### src/rtl/ugl_pkg.sv
// shared widths, codes and state type for the uniform grid lerp table
package ugl_pkg;

    localparam int TABLE_DEPTH_DEF = 1024;

    localparam int SCALE_W = 25;
    localparam int TIME_W  = 40;
    localparam int PTS_W   = 11;
    localparam int IDX_W   = 10;
    localparam int OP_W    = 2;
    localparam int CODE_W  = 2;
    localparam int CFG_W   = 25;
    localparam int CFG_IDX_W = 2;

    // shared multiplier: 20 bit slice times 25 bit factor
    localparam int MUL_A_W = 20;
    localparam int MUL_P_W = MUL_A_W + SCALE_W;
    // product / dividend width and divisor width of the serial divider
    localparam int PROD_W  = TIME_W + SCALE_W;
    localparam int DIV_D_W = TIME_W;
    localparam int SUM_W   = 43;

    localparam logic [SCALE_W-1:0] SCALE_MAX      = '1;
    localparam logic [SCALE_W-1:0] GRID_START_RST = 25'd0;
    localparam logic [SCALE_W-1:0] GRID_STEP_RST  = 25'd16384;
    localparam logic [SCALE_W-1:0] GRID_END_RST   = 25'd16777216;
    localparam logic [PTS_W-1:0]   POINTS_RST     = 11'd1024;

    typedef enum logic [OP_W-1:0] {
        OP_LOAD    = 2'd0,
        OP_FORWARD = 2'd1,
        OP_INVERSE = 2'd2,
        OP_NONE    = 2'd3
    } t_op;

    typedef enum logic [CODE_W-1:0] {
        CLAMP_NONE  = 2'd0,
        CLAMP_START = 2'd1,
        CLAMP_END   = 2'd2,
        CLAMP_RSVD  = 2'd3
    } t_clamp;

    typedef enum logic [CFG_IDX_W-1:0] {
        CFG_GRID_START = 2'd0,
        CFG_GRID_STEP  = 2'd1,
        CFG_GRID_END   = 2'd2,
        CFG_POINTS     = 2'd3
    } t_cfg_idx;

    typedef enum logic [4:0] {
        S_IDLE,
        S_CLAMP_T,
        S_F_WAITA,
        S_F_RDLO,
        S_F_RDUP,
        S_F_MULH,
        S_F_MULL,
        S_F_DIVB,
        S_F_WAITB,
        S_I_FIRST,
        S_I_LAST,
        S_I_SRCH,
        S_I_CMP,
        S_I_MULH,
        S_I_MULL,
        S_I_DIVS,
        S_I_WAIT,
        S_I_BASE,
        S_DONE
    } t_state;

endpackage

### src/rtl/ugl_div.sv
// restoring serial divider, one quotient bit per cycle
module ugl_div (
    input  logic                        i_clk,
    input  logic                        i_rst_n,
    input  logic                        i_start,
    input  logic [ugl_pkg::PROD_W-1:0]  i_dividend,
    input  logic [ugl_pkg::DIV_D_W-1:0] i_divisor,
    output logic                        o_done,
    output logic [ugl_pkg::PROD_W-1:0]  o_quotient,
    output logic [ugl_pkg::DIV_D_W-1:0] o_remainder
);
    import ugl_pkg::*;

    localparam int CNT_W = $clog2(PROD_W);

    logic               r_busy, n_busy;
    logic               r_done, n_done;
    logic [CNT_W-1:0]   r_cnt, n_cnt;
    logic [PROD_W-1:0]  r_quo, n_quo;
    logic [DIV_D_W:0]   r_rem, n_rem;
    logic [DIV_D_W-1:0] r_div, n_div;
    logic [DIV_D_W:0]   rem_sh;
    logic               fits;

    always_comb begin
        rem_sh = {r_rem[DIV_D_W-1:0], r_quo[PROD_W-1]};
        fits   = rem_sh >= {1'b0, r_div};
        n_busy = r_busy;
        n_done = 1'b0;
        n_cnt  = r_cnt;
        n_quo  = r_quo;
        n_rem  = r_rem;
        n_div  = r_div;
        if (i_start) begin
            n_busy = 1'b1;
            n_cnt  = '0;
            n_quo  = i_dividend;
            n_rem  = '0;
            n_div  = i_divisor;
        end else if (r_busy) begin
            n_rem = fits ? rem_sh - {1'b0, r_div} : rem_sh;
            n_quo = {r_quo[PROD_W-2:0], fits};
            n_cnt = r_cnt + 1'b1;
            if (r_cnt == CNT_W'(PROD_W - 1)) begin
                n_busy = 1'b0;
                n_done = 1'b1;
            end
        end
    end

    always_ff @(posedge i_clk) begin
        if (!i_rst_n) begin
            r_busy <= 1'b0;
            r_done <= 1'b0;
        end else begin
            r_busy <= n_busy;
            r_done <= n_done;
        end
        r_cnt <= n_cnt;
        r_quo <= n_quo;
        r_rem <= n_rem;
        r_div <= n_div;
    end

    assign o_done      = r_done;
    assign o_quotient  = r_quo;
    assign o_remainder = r_rem[DIV_D_W-1:0];

endmodule

### config.mk
export PLATFORM = sky130hd
export DESIGN_NAME = ugl_div
export DESIGN_NICKNAME = d
export VERILOG_FILES = /design/src/rtl/ugl_pkg.sv /design/src/rtl/ugl_div.sv
export SDC_FILE = /design/constraint.sdc
export NUM_CORES = 1
export LEC_CHECK = 0
export BUFFER_PORTS_ARGS = -buffer_cell sky130_fd_sc_hd__buf_2
export CORE_ASPECT_RATIO = 1.2
export CORE_UTILIZATION = 58
export CTS_CLUSTER_DIAMETER = 40
export CTS_CLUSTER_SIZE = 8
export DETAILED_ROUTE_END_ITERATION = 6
export PLACE_DENSITY = 0.86
export RECOVER_POWER = 25
export SYNTH_ARGS = -nofsm -noshare
export SYNTH_HDL_FRONTEND = slang
export SYNTH_SLANG_ARGS = --single-unit
### constraint.sdc
create_clock -name i_clk -period 5 [get_ports i_clk]
set_input_delay 1 -clock i_clk [delete_from_list [all_inputs] [get_ports i_clk]]
set_output_delay 1 -clock i_clk [all_outputs]
set_load 0.1 [all_outputs]
Word-level counts from Yosys, hierarchy flattened --
Index checks and enable logic that the tools add are counted.
Storage, ports and cells: RAM bits 0, bits in registers 154, output and inout port bits 106, word-level logic and storage cells 21, latch bits 0, input bits 108, memories 0, memory bits (read-only) 0
Cells by class: eq/ne operators 1, add/sub/neg operators 2, shift operators 0, divide/modulo/power cells 0, $mul 0, muxes and demuxes 7, $lt $le $gt $ge 1, bitwise gates (word level) 2, reduce and logical (&&, ||, !) cells 2
Operators with widths (count):
- $mux 65 | 2
- $ge 41x40->1 | 1
- $mux 40 | 1
- $sub 40x40->40 | 1
- $add 7x1->7 const B | 1
- $eq 7x7->1 const B | 1
- $mux 1 | 4
- $reduce_or 3->1 | 1
- $not 1->1 | 2
- $reduce_bool 2->1 | 1

Longest topological paths before layout --
Gate-level depths: netlist (run 1).
word-level depth 4, depth in mapped cells 13, mapped depth without buffers 12

Least setup slack after synthesis (run 1) --
No wires, ideal clock.
path kind register to register, start register r_quo[64] (netlist: o_quotient[64]), end register r_rem[38], stages on the path, launching flop included 13, arrival time 3.326 ns, library setup time 0.075 ns, required time 4.925 ns, period minus slack after synthesis 3.400 ns, slack 1.600 ns, path buffers 0, cell sequence edfxtp_1 inv_1 ha_1 fa_1 nand2b_1 a21oi_1 nor4b_4 o221ai_2 a31o_2 a31oi_4 o21ai_1 mux2_4 o211ai_2
On the way: word-level cells in the longest chain between the ends 2, elaborated cells between the ends (all ways) 3, those cells by class 1 x add/sub; 1 x order compare; 1 x mux
Ends and longest elaborated chain:
- start: declaration | line ugl_div.sv:19 | logic [PROD_W-1:0] r_quo, n_quo;
- start signal: assignment | line ugl_div.sv:60 | r_quo <= n_quo;
- $sub 40x40->40 or $ge 41x40->1 (tied branches) | line ugl_div.sv:41, ugl_div.sv:27
- $mux 40 (*) | line ugl_div.sv:41 | n_rem = fits ? rem_sh - {1'b0, r_div} : rem_sh;
- end signal: assignment | line ugl_div.sv:61 | r_rem <= n_rem;
- end: declaration | line ugl_div.sv:20 | logic [DIV_D_W:0] r_rem, n_rem;
Mark *: on every way between the ends. The rest lies on a longest branch, timed or not. A chain may end at the register's enable or synchronous reset.

Worst setup path in the final report (run 1) --
start input i_start, end register r_quo[50] (netlist: o_quotient[50]) (data pin)
On the way: word-level cells in the longest chain between the ends 1
Ends and longest elaborated chain:
- start: declaration | line ugl_div.sv:5 | input logic i_start,
- $mux 65 | line ugl_div.sv:34 | if (i_start) begin
- via n_quo[50] | line ugl_div.sv:19
The timed path passes the listed nets, and every way through them passes these cells.

==> qor.csv, run 1 <==
stage,metric,value,unit
power,combinationalPowerShare,0.279,
outcome,violations,"capacitance limit, slew limit",
setup_path,rr_startpoint,r_busy,
clock_tree,cts.reportedPaths.clkPinSlew,70,ps
setup_path,critPathMaxFanout,68,
clock_tree,cts.htree.levels,4,
route,avgViaCountPerCell,5.85,
setup_path,r2r_slack,1160,ps
placed_design,dp.cells,1140,
clock_tree,cts_buffer_depth,2,
synth,synth_top_area_frac,0.371,
global_routing,grt_overflow,0,
floorplanning,initial_core_util,0.591,
setup_path,worstPathCellList,buf_4 > clkbuf_1 > mux2_2,
setup_path,critPathCapture,o_quotient[50],
route,drt_wl_total,21.4,mm
finish,final_nets,1135,
setup_path,required,5160,ps
global_routing,grt_max_degree,69,
setup_path,cp_data_arrival_time,4260,ps
floorplanning,die_height,135,µm
floorplanning,die-width,112,µm
route,drc,0,
power,clockPowerShare,0.329,
route,postRouteAntennaNets,0,
synth,yosys-top-cells-area,"edfxtp_1 (37%), dfxtp_1 (12%), mux2_2 (8.8%), ha_1 (6.2%), a21oi_1 (2.9%)",
power,ir_drop,0.404,mV
floorplanning,num_rows,48,
synth,ys_types,70,
setup_path,cpMaxStageDelayCell,clkbuf_1,
clock_tree,postCtsSetupBuffers,0,
synth,synth_area,0.00849,mm²
floorplanning,pin_count,214,
floorplanning,die_area,0.0151,mm²
synth,syn_inst,782,
global_routing,grt_pass1_vias,6970,
setup_path,critical_path_class,in2reg,
finish,final-instance-count-excl-fill,1172,
synth,ys_seq_elements,154,
worst_hold_path,hold_class,reg2reg,
timing,tns,0,ps
flow_run,maxCapViolations,4,
outcome,status,finished with violations,
route,drtPass1Iterations,7,
timing,postLayoutSetupSlackWorst,909,ps
global_routing,grt_pass1_wl,33.8,mm
timing,slew_violations,223,
setup_path,crit_path_start_kind,input pin,
timing,period_needed,4090,ps
finish,layout-drive-gt1-share,0.331,
synth,synth_nets,933,
route,vias,6855,
power,p_seq_frac,0.392,
placed_design,place_hpwl,15.5,mm
timing,hold_viol,0,
power,switching_share,0.364,
power,p_per_area,384,mW/mm²
timing,fin_hold_ws,494,ps
synth,yosysSeqAreaShare,0.487,
placed_design,dpl_cell_area,0.00965,mm²
clock_tree,root_buffer,clkbuf_16,
timing,setup_violations,0,
finish,layout.filler_cells,1035,
timing,tightest_slew,3590,ps
synth,syn_area_per_cell,10.9,µm²
timing,fin_worst_skew,11.5,ps
clock_tree,insertion_delay,420,ps
power,p_int,2.50,mW
finish,final_area,0.0102,mm²
finish,seqCellArea,0.00413,mm²
timing,relSlewSlack,-1.39,
route,routedWlPerCell,18.3,µm
power,leakagePower,4.45,nW
setup_path,end_kind,flop,
finish,fin_util,0.712,
floorplanning,core-area,0.0144,mm²
setup_path,rr_endpoint,r_rem[38],
finish,diodes,0,
route,drtIter0Drc,402,
placed_design,portBuffers,213,
setup_path,reg2reg_depth,5,
setup_path,startpoint,i_start,
global_routing,grt.total_usage,0.290,
synth,ys_warn_count,0,
clock_tree,cts_tree,built,
clock_tree,cts_sinks,154,
finish,syn_to_final_growth,20.5,%
placed_design,gp_congestion,0.918,
timing,grt_setup_unrepaired,false,
synth,synthArstFlopShare,0,
setup_path,max_stage_delay,2540,ps
placed_design,place_ws,1690,ps
timing,post-route-period-util,0.818,
finish,multi_input_area,0.00399,mm²
synth,ys.flop_type,edfxtp_1,
synth,synth_top_area_cell,edfxtp_1,
power,finalPower,3.93,mW
clock_tree,cts_buffers,17,
power,power.switching,1.43,mW
synth,synth_edf_count,105,
clock_tree,cts_hold_buf,0,
global_routing,antenna_found_initial,1,
timing,fmax,244,MHz
clock_tree,cts.repair.resized,0,
[how the worst min path moves through the flow]
stage                          end  slack [ps]  depth (start not counted)      from
final                     r_cnt[6]         490                          2  r_cnt[6]
after global routing      r_rem[3]         520                          2  r_rem[3]
after CTS                 r_cnt[6]         500                          2  r_cnt[6]
after detailed placement  r_cnt[6]         490                          2  r_cnt[6]
after global placement    r_cnt[6]         470                          2  r_cnt[6]
after floorplan           r_cnt[6]         460                          2  r_cnt[6]
[area by class of cell]
cell class / count / area share
clock inverter: 14 / 0.0157
clock buffer: 18 / 0.0420
sequential: 154 / 0.404
inverter: 50 / 0.0184
timing repair buffer: 221 / 0.109
multi-input combinational: 540 / 0.390
tap: 175 / 0.0214
[worst max-delay path, delay by kind of cell]
family / cells / cell delay (ps)
buffers and inverters: 2 / 2700
muxes: 1 / 510
[cell usage after synthesis (4+ instances only)]
| master | instances |
|---|---|
| a211oi_1 | 20 |
| nand2_1 | 54 |
| nand4_1 | 9 |
| o21bai_1 | 8 |
| nor2_1 | 63 |
| o211ai_1 | 5 |
| a21oi_1 | 50 |
| o21a_1 | 4 |
| mux2_2 | 66 |
| nor3_1 | 7 |
| a31oi_1 | 6 |
| xnor2_1 | 21 |
| buf_6 | 4 |
| inv_1 | 50 |
| a21o_1 | 21 |
| ha_1 | 42 |
| clkbuf_1 | 21 |
| and3_1 | 6 |
| dfxtp_1 | 49 |
| xor2_1 | 16 |
| o21ai_1 | 8 |
| nand3_1 | 15 |
| buf_2 | 8 |
| nand2b_1 | 5 |
| or3_1 | 5 |
| o21ai_0 | 30 |
| nor2b_1 | 5 |
| mux2i_1 | 18 |
| edfxtp_1 | 105 |
[registers in the layout, summed over array words and instances, names as in the netlist]
signal / flops
o_quotient: 65
o_done: 1
r_rem: 40
r_div: 40
r_busy: 1
r_cnt: 7
[power groups by stage]
stage               clock network (mW)  registers (mW)  logic, mW
global route                      1.35            1.55       1.15
detailed placement                   0            1.56       1.08
finish                            1.29            1.54       1.10
floorplan                            0            2.06      0.367
CTS                               1.31            1.54       1.09
global placement                     0            1.56       1.07
[cells by family after synthesis]
| kind of cell | Yosys count | synth area share |
|---|---|---|
| flip-flops | 154 | 0.487 |
| multiplexers | 85 | 0.111 |
| adder cells (fa/ha/maj) | 43 | 0.0643 |
| AO/OA/AOI/OAI | 189 | 0.151 |
| AND/OR/NAND/NOR | 186 | 0.104 |
| XOR/XNOR | 37 | 0.0382 |
| buffers and inverters | 88 | 0.0444 |
[routing by layer]
| layer | wire length [µm] | global-route usage | vias to the layer above |
|---|---|---|---|
| li1 | - | - | 3274 |
| met1 | 8240 | 0.326 | 3218 |
| met2 | 10800 | 0.514 | 305 |
| met3 | 1640 | 0.0732 | 56 |
| met4 | 687 | 0.140 | 2 |
| met5 | 10 | 0 | - |
[placed cells by master (no fill, tap or decap), types with 3 or more instances in the layout]
cell	n
a21oi_1	50
nand2b_1	5
dfxtp_1	49
a21boi_0	3
edfxtp_1	105
nor4b_1	3
a311oi_1	3
nor3_1	7
nand3_1	15
clkbuf_16	17
inv_6	4
o21ai_0	30
ha_1	42
o211ai_1	5
mux2i_1	18
a21o_1	21
mux2_2	66
o21a_1	4
buf_4	6
a211oi_1	20
xnor2_1	21
o31ai_1	3
and3_1	6
inv_1	50
clkbuf_1	9
xor2_1	16
or3_1	5
buf_2	207
o21bai_1	8
a31oi_1	6
nor2b_1	5
nand2_1	54
nor2_1	63
o21ai_1	8
nand4_1	9
Note: power is estimated with default switching activity, not from simulation.
==> run 2: changes to the inputs <==
CORE_UTILIZATION = 54   (was 58)
PLACE_DENSITY = 0.81   (was 0.86)
clock period = 3.82 ns   (was 5 ns; I/O delays follow)
==> qor.csv, run 2 (synthesis results as in run 1) <==
stage,metric,value,unit
outcome,status,finished with violations,
outcome,violations,"capacitance limit, slew limit",
power,ir_drop,0.388,mV
worst_hold_path,worstHoldStart,r_rem[21],
timing,postLayoutSetupSlackWorst,541,ps
setup_path,max_stage_delay,1430,ps
route,vias,6876,
clock_tree,cts.reportedPaths.clkPinSlew,70,ps
floorplanning,core-area,0.0151,mm²
finish,fin_util,0.680,
timing,fmax,305,MHz
placed_design,dp.cells,1171,
finish,syn_to_final_growth,21.3,%
power,power.switching,1.93,mW
flow_run,maxCapViolations,1,
global_routing,grt_max_degree,62,
clock_tree,cts_buffer_depth,2,
setup_path,reg2reg_depth,11,
power,clockPowerShare,0.333,
worst_hold_path,hold_path_depth,2,
global_routing,grt_pass1_vias,6946,
clock_tree,cts.repair.resized,0,
setup_path,r2r_slack,780,ps
finish,final_nets,1137,
route,postRouteAntennaNets,0,
finish,largest_register_ff_count,65,
clock_tree,cts_buffers,17,
timing,period_needed,3280,ps
route,drtIter0Drc,371,
floorplanning,die-width,116,µm
floorplanning,pin_count,214,
clock_tree,insertion_delay,430,ps
global_routing,grt_pass1_wl,33.2,mm
route,drtPass1Iterations,6,
power,p_per_area,500,mW/mm²
setup_path,cp_data_arrival_time,3460,ps
worst_hold_path,min_to,r_rem[21],
setup_path,crit_family,buffers and inverters,
power,p_seq_frac,0.391,
route,drc,0,
global_routing,grt_overflow,0,
finish,layout-drive-gt1-share,0.337,
setup_path,required,4000,ps
power,switching_share,0.374,
route,drt_wl_total,21.2,mm
worst_hold_path,hold_class,reg2reg,
global_routing,antenna_found_initial,1,
setup_path,critical_path_class,in2reg,
clock_tree,cts.htree.levels,4,
timing,fin_worst_skew,10.7,ps
setup_path,worstPathCellList,clkbuf_1 > clkbuf_2 > mux2_2,
placed_design,portBuffers,213,
timing,hold_viol,0,
clock_tree,cts_sinks,154,
setup_path,worst-path-buf-inv,2,
clock_tree,postCtsSetupBuffers,0,
finish,layout.filler_cells,1202,
power,combinationalPowerShare,0.276,
timing,tightest_slew,2050,ps
timing,tns,0,ps
finish,diodes,0,
finish,mostFrequentLayoutCell,buf_2,
setup_path,cpMaxStageDelayCell,clkbuf_1,
timing,setup_violations,0,
floorplanning,die_area,0.0162,mm²
power,p_int,3.22,mW
timing,slew_violations,37,
power,leakagePower,4.47,nW
clock_tree,root_buffer,clkbuf_16,
setup_path,end_kind,flop,
floorplanning,die_height,139,µm
setup_path,critPathMaxFanout,36,
clock_tree,cts_tree,built,
timing,post-route-period-util,0.858,
route,routedWlPerCell,17.6,µm
timing,grt_setup_unrepaired,false,
placed_design,place_ws,817,ps
setup_path,rr_startpoint,r_div[34],
floorplanning,num_rows,49,
setup_path,crit_path_start_kind,input pin,
clock_tree,cts_hold_buf,0,
floorplanning,initial_core_util,0.561,
placed_design,gp_congestion,0.878,
placed_design,place_hpwl,15.7,mm
finish,layout_common_cells,"buf_2 (208), edfxtp_1 (105), mux2_2 (66)",
global_routing,grt.total_usage,0.267,
route,avgViaCountPerCell,5.72,
setup_path,rr_endpoint,r_rem[38],
timing,relSlewSlack,-0.369,
finish,final-instance-count-excl-fill,1203,
[run 2: worst max path at each step]
| stage | end | cells after the start | start |
|---|---|---|---|
| final | o_quotient[60] | 3 | i_start |
| after global routing | o_quotient[50] | 3 | i_start |
| after CTS | r_rem[38] | 10 | r_div[23] |
| after detailed placement | r_rem[38] | 10 | r_div[23] |
| after global placement | r_rem[38] | 10 | r_rem[33] |
| after floorplan | r_rem[38] | 12 | o_quotient[64] |
[run 2: stage by stage]
stage               instance area (µm²)  hold slack [ps]  total power, mW
floorplan                          8490              458             3.18
global placement                   9720              473             3.44
detailed placement                 9720              494             3.46
CTS                               10300              492             5.16
global route                      10300              486             5.32
finish                            10300              501             5.15
[run 2: final cells by class]
class                      count  area (µm²)  area share
timing repair buffer         223        1140       0.111
inverter                      50         188      0.0182
multi-input combinational    540        3990       0.387
tap                          204         255      0.0248
clock buffer                  17         425      0.0413
clock inverter                15         170      0.0165
sequential                   154        4130       0.401
[run 2: per-layer routing]
layer | routed length (µm) | GRT usage | share of wire | vias to the layer above
li1 | - | - | - | 3285
met1 | 8370 | 0.306 | 0.40 | 3262
met2 | 10500 | 0.460 | 0.50 | 283
met3 | 1600 | 0.0740 | 0.076 | 44
met4 | 659 | 0.115 | 0.031 | 2
met5 | 13 | 0 | 0.00061 | -
[run 2: worst reg2reg max path: cells and delay by family (launching register included)]
kind	cells	cell delay [ps]
muxes	1	140
adders and majority gates	1	410
and+or+nand+nor	1	180
AOI/OAI and AO/OA	7	1790
DFF	1	340
buffers and inverters	1	50
[run 2: power by group through the flow]
stage / Combinational (mW) / Clock, mW / Sequential [mW]
after floorplan: 0.480 / 0 / 2.70
after global placement: 1.40 / 0 / 2.04
after detailed placement: 1.42 / 0 / 2.05
after CTS: 1.42 / 1.73 / 2.01
after global routing: 1.49 / 1.80 / 2.03
final: 1.42 / 1.72 / 2.01
==> run 3: changes to the inputs <==
clock period = 3.7 ns   (was 3.82 ns; I/O delays follow)
==> qor.csv, run 3 (synthesis results as in run 1) <==
stage,metric,value,unit
outcome,status,finished with violations,
outcome,violations,"capacitance limit, slew limit",
timing,tightest_slew,1900,ps
global_routing,grt_max_degree,49,
finish,multi_input_area,0.00399,mm²
floorplanning,initial_core_util,0.561,
timing,relSlewSlack,-0.268,
setup_path,worstPathCellList,ha_1 > a21o_1 > a31o_1 > a211oi_2 > o21ai_1 > a311oi_2 > a21o_2 > or3_1 > mux2_4 > o211ai_2,
setup_path,r2r_slack,700,ps
setup_path,critPathCapture,r_rem[38],
timing,postLayoutSetupSlackWorst,703,ps
finish,largest_register_ff_count,65,
global_routing,grt_pass1_vias,6815,
global_routing,grt_pass1_wl,33.3,mm
finish,mostFrequentLayoutCell,buf_2,
clock_tree,cts.repair.resized,0,
setup_path,end_kind,flop,
timing,slew_violations,38,
setup_path,required,4010,ps
power,leakagePower,4.47,nW
timing,post-route-period-util,0.810,
route,drt_wl_total,20.9,mm
placed_design,gp_congestion,0.891,
placed_design,dp.cells,1171,
finish,final_nets,1137,
global_routing,grt_overflow,0,
timing,period_needed,3000,ps
finish,seqCellArea,0.00413,mm²
finish,syn_to_final_growth,21.1,%
finish,final-instance-count-excl-fill,1204,
finish,layout.filler_cells,1207,
setup_path,startpoint,r_rem[33],
finish,final_area,0.0103,mm²
placed_design,place_hpwl,15.3,mm
clock_tree,cts_buffers,17,
floorplanning,core-area,0.0151,mm²
floorplanning,die_height,139,µm
timing,setup_violations,0,
setup_path,cpMaxStageDelayCell,a21o_2,
setup_path,cp_data_arrival_time,3310,ps
timing,tns,0,ps
floorplanning,die-width,116,µm
timing,fin_worst_skew,12.7,ps
flow_run,maxCapViolations,1,
route,avgViaCountPerCell,5.64,
floorplanning,num_rows,49,
power,ir_drop,0.462,mV
setup_path,crit_cells,10,
global_routing,grt.total_usage,0.268,
setup_path,max_stage_delay,500,ps
clock_tree,insertion_delay,430,ps
setup_path,critPathMaxFanout,23,
setup_path,rr_startpoint,r_rem[33],
setup_path,reg2reg_depth,10,
finish,layout_common_cells,"buf_2 (210), edfxtp_1 (105), mux2_2 (66)",
setup_path,worst-path-buf-inv,0,
setup_path,rr_endpoint,r_rem[38],
finish,layout-drive-gt1-share,0.336,
route,postRouteAntennaNets,0,
route,routedWlPerCell,17.4,µm
setup_path,critical_path_class,reg2reg,
floorplanning,pin_count,214,
timing,fmax,334,MHz
placed_design,portBuffers,213,
clock_tree,cts_buffer_depth,2,
placed_design,place_ws,759,ps
clock_tree,postCtsSetupBuffers,0,
setup_path,crit_family,compound AO/OA/AOI/OAI gates,
clock_tree,cts_sinks,154,
setup_path,crit_path_start_kind,flop,
clock_tree,cts_hold_buf,0,
power,finalPower,5.23,mW
route,drtIter0Drc,471,
clock_tree,cts.reportedPaths.clkPinSlew,70,ps
timing,grt_setup_unrepaired,false,
timing,hold_viol,0,
power,p_per_area,509,mW/mm²
floorplanning,die_area,0.0162,mm²
global_routing,antenna_found_initial,1,
placed_design,dpl_cell_area,0.00972,mm²
clock_tree,cts_tree,built,
route,drtPass1Iterations,6,
route,drc,0,
worst_hold_path,hold_class,in2reg,
clock_tree,root_buffer,clkbuf_16,
route,vias,6794,
clock_tree,cts.htree.levels,4,
run 3: power breakdown:
part / switching (mW) / internal [mW]
Combinational: 1.11 / 0.361
Clock: 0.745 / 0.939
Sequential: 0.0766 / 2.00
run 3: worst min path at each step:
stage	start	endpoint	slack (ps)	cells after the start
final	i_divisor[37]	r_div[37]	480	1
after global routing	i_divisor[35]	r_div[35]	460	1
after CTS	i_divisor[37]	r_div[37]	470	1
after detailed placement	r_cnt[6]	r_cnt[6]	490	2
after global placement	r_cnt[6]	r_cnt[6]	480	2
after floorplan	r_cnt[6]	r_cnt[6]	460	2
run 3: stage by stage:
step / hold WS, ps / util
3_5_place_dp: 489 / 0.642
3_3_place_gp: 477 / 0.642
5_1_grt: 462 / 0.679
2_1_floorplan: 458 / -
4_1_cts: 466 / 0.679
6_report: 479 / 0.679
run 3: final cells by class:
cell class / instances / share of cell area
Clock inverter: 15 / 0.0138
Clock buffer: 17 / 0.0414
Tap cell: 204 / 0.0248
Antenna cell: 1 / 0.000243
Inverter: 50 / 0.0183
Multi-Input combinational cell: 540 / 0.388
Sequential cell: 154 / 0.402
Timing Repair Buffer: 223 / 0.112
run 3: metal layers:
| metal | wire length (µm) | vias up | global-route usage |
|---|---|---|---|
| met5 | 0 | - | 0 |
| met1 | 8140 | 3188 | 0.313 |
| met2 | 10500 | 273 | 0.456 |
| met4 | 539 | 0 | 0.109 |
| met3 | 1720 | 42 | 0.0767 |
| li1 | - | 3291 | - |
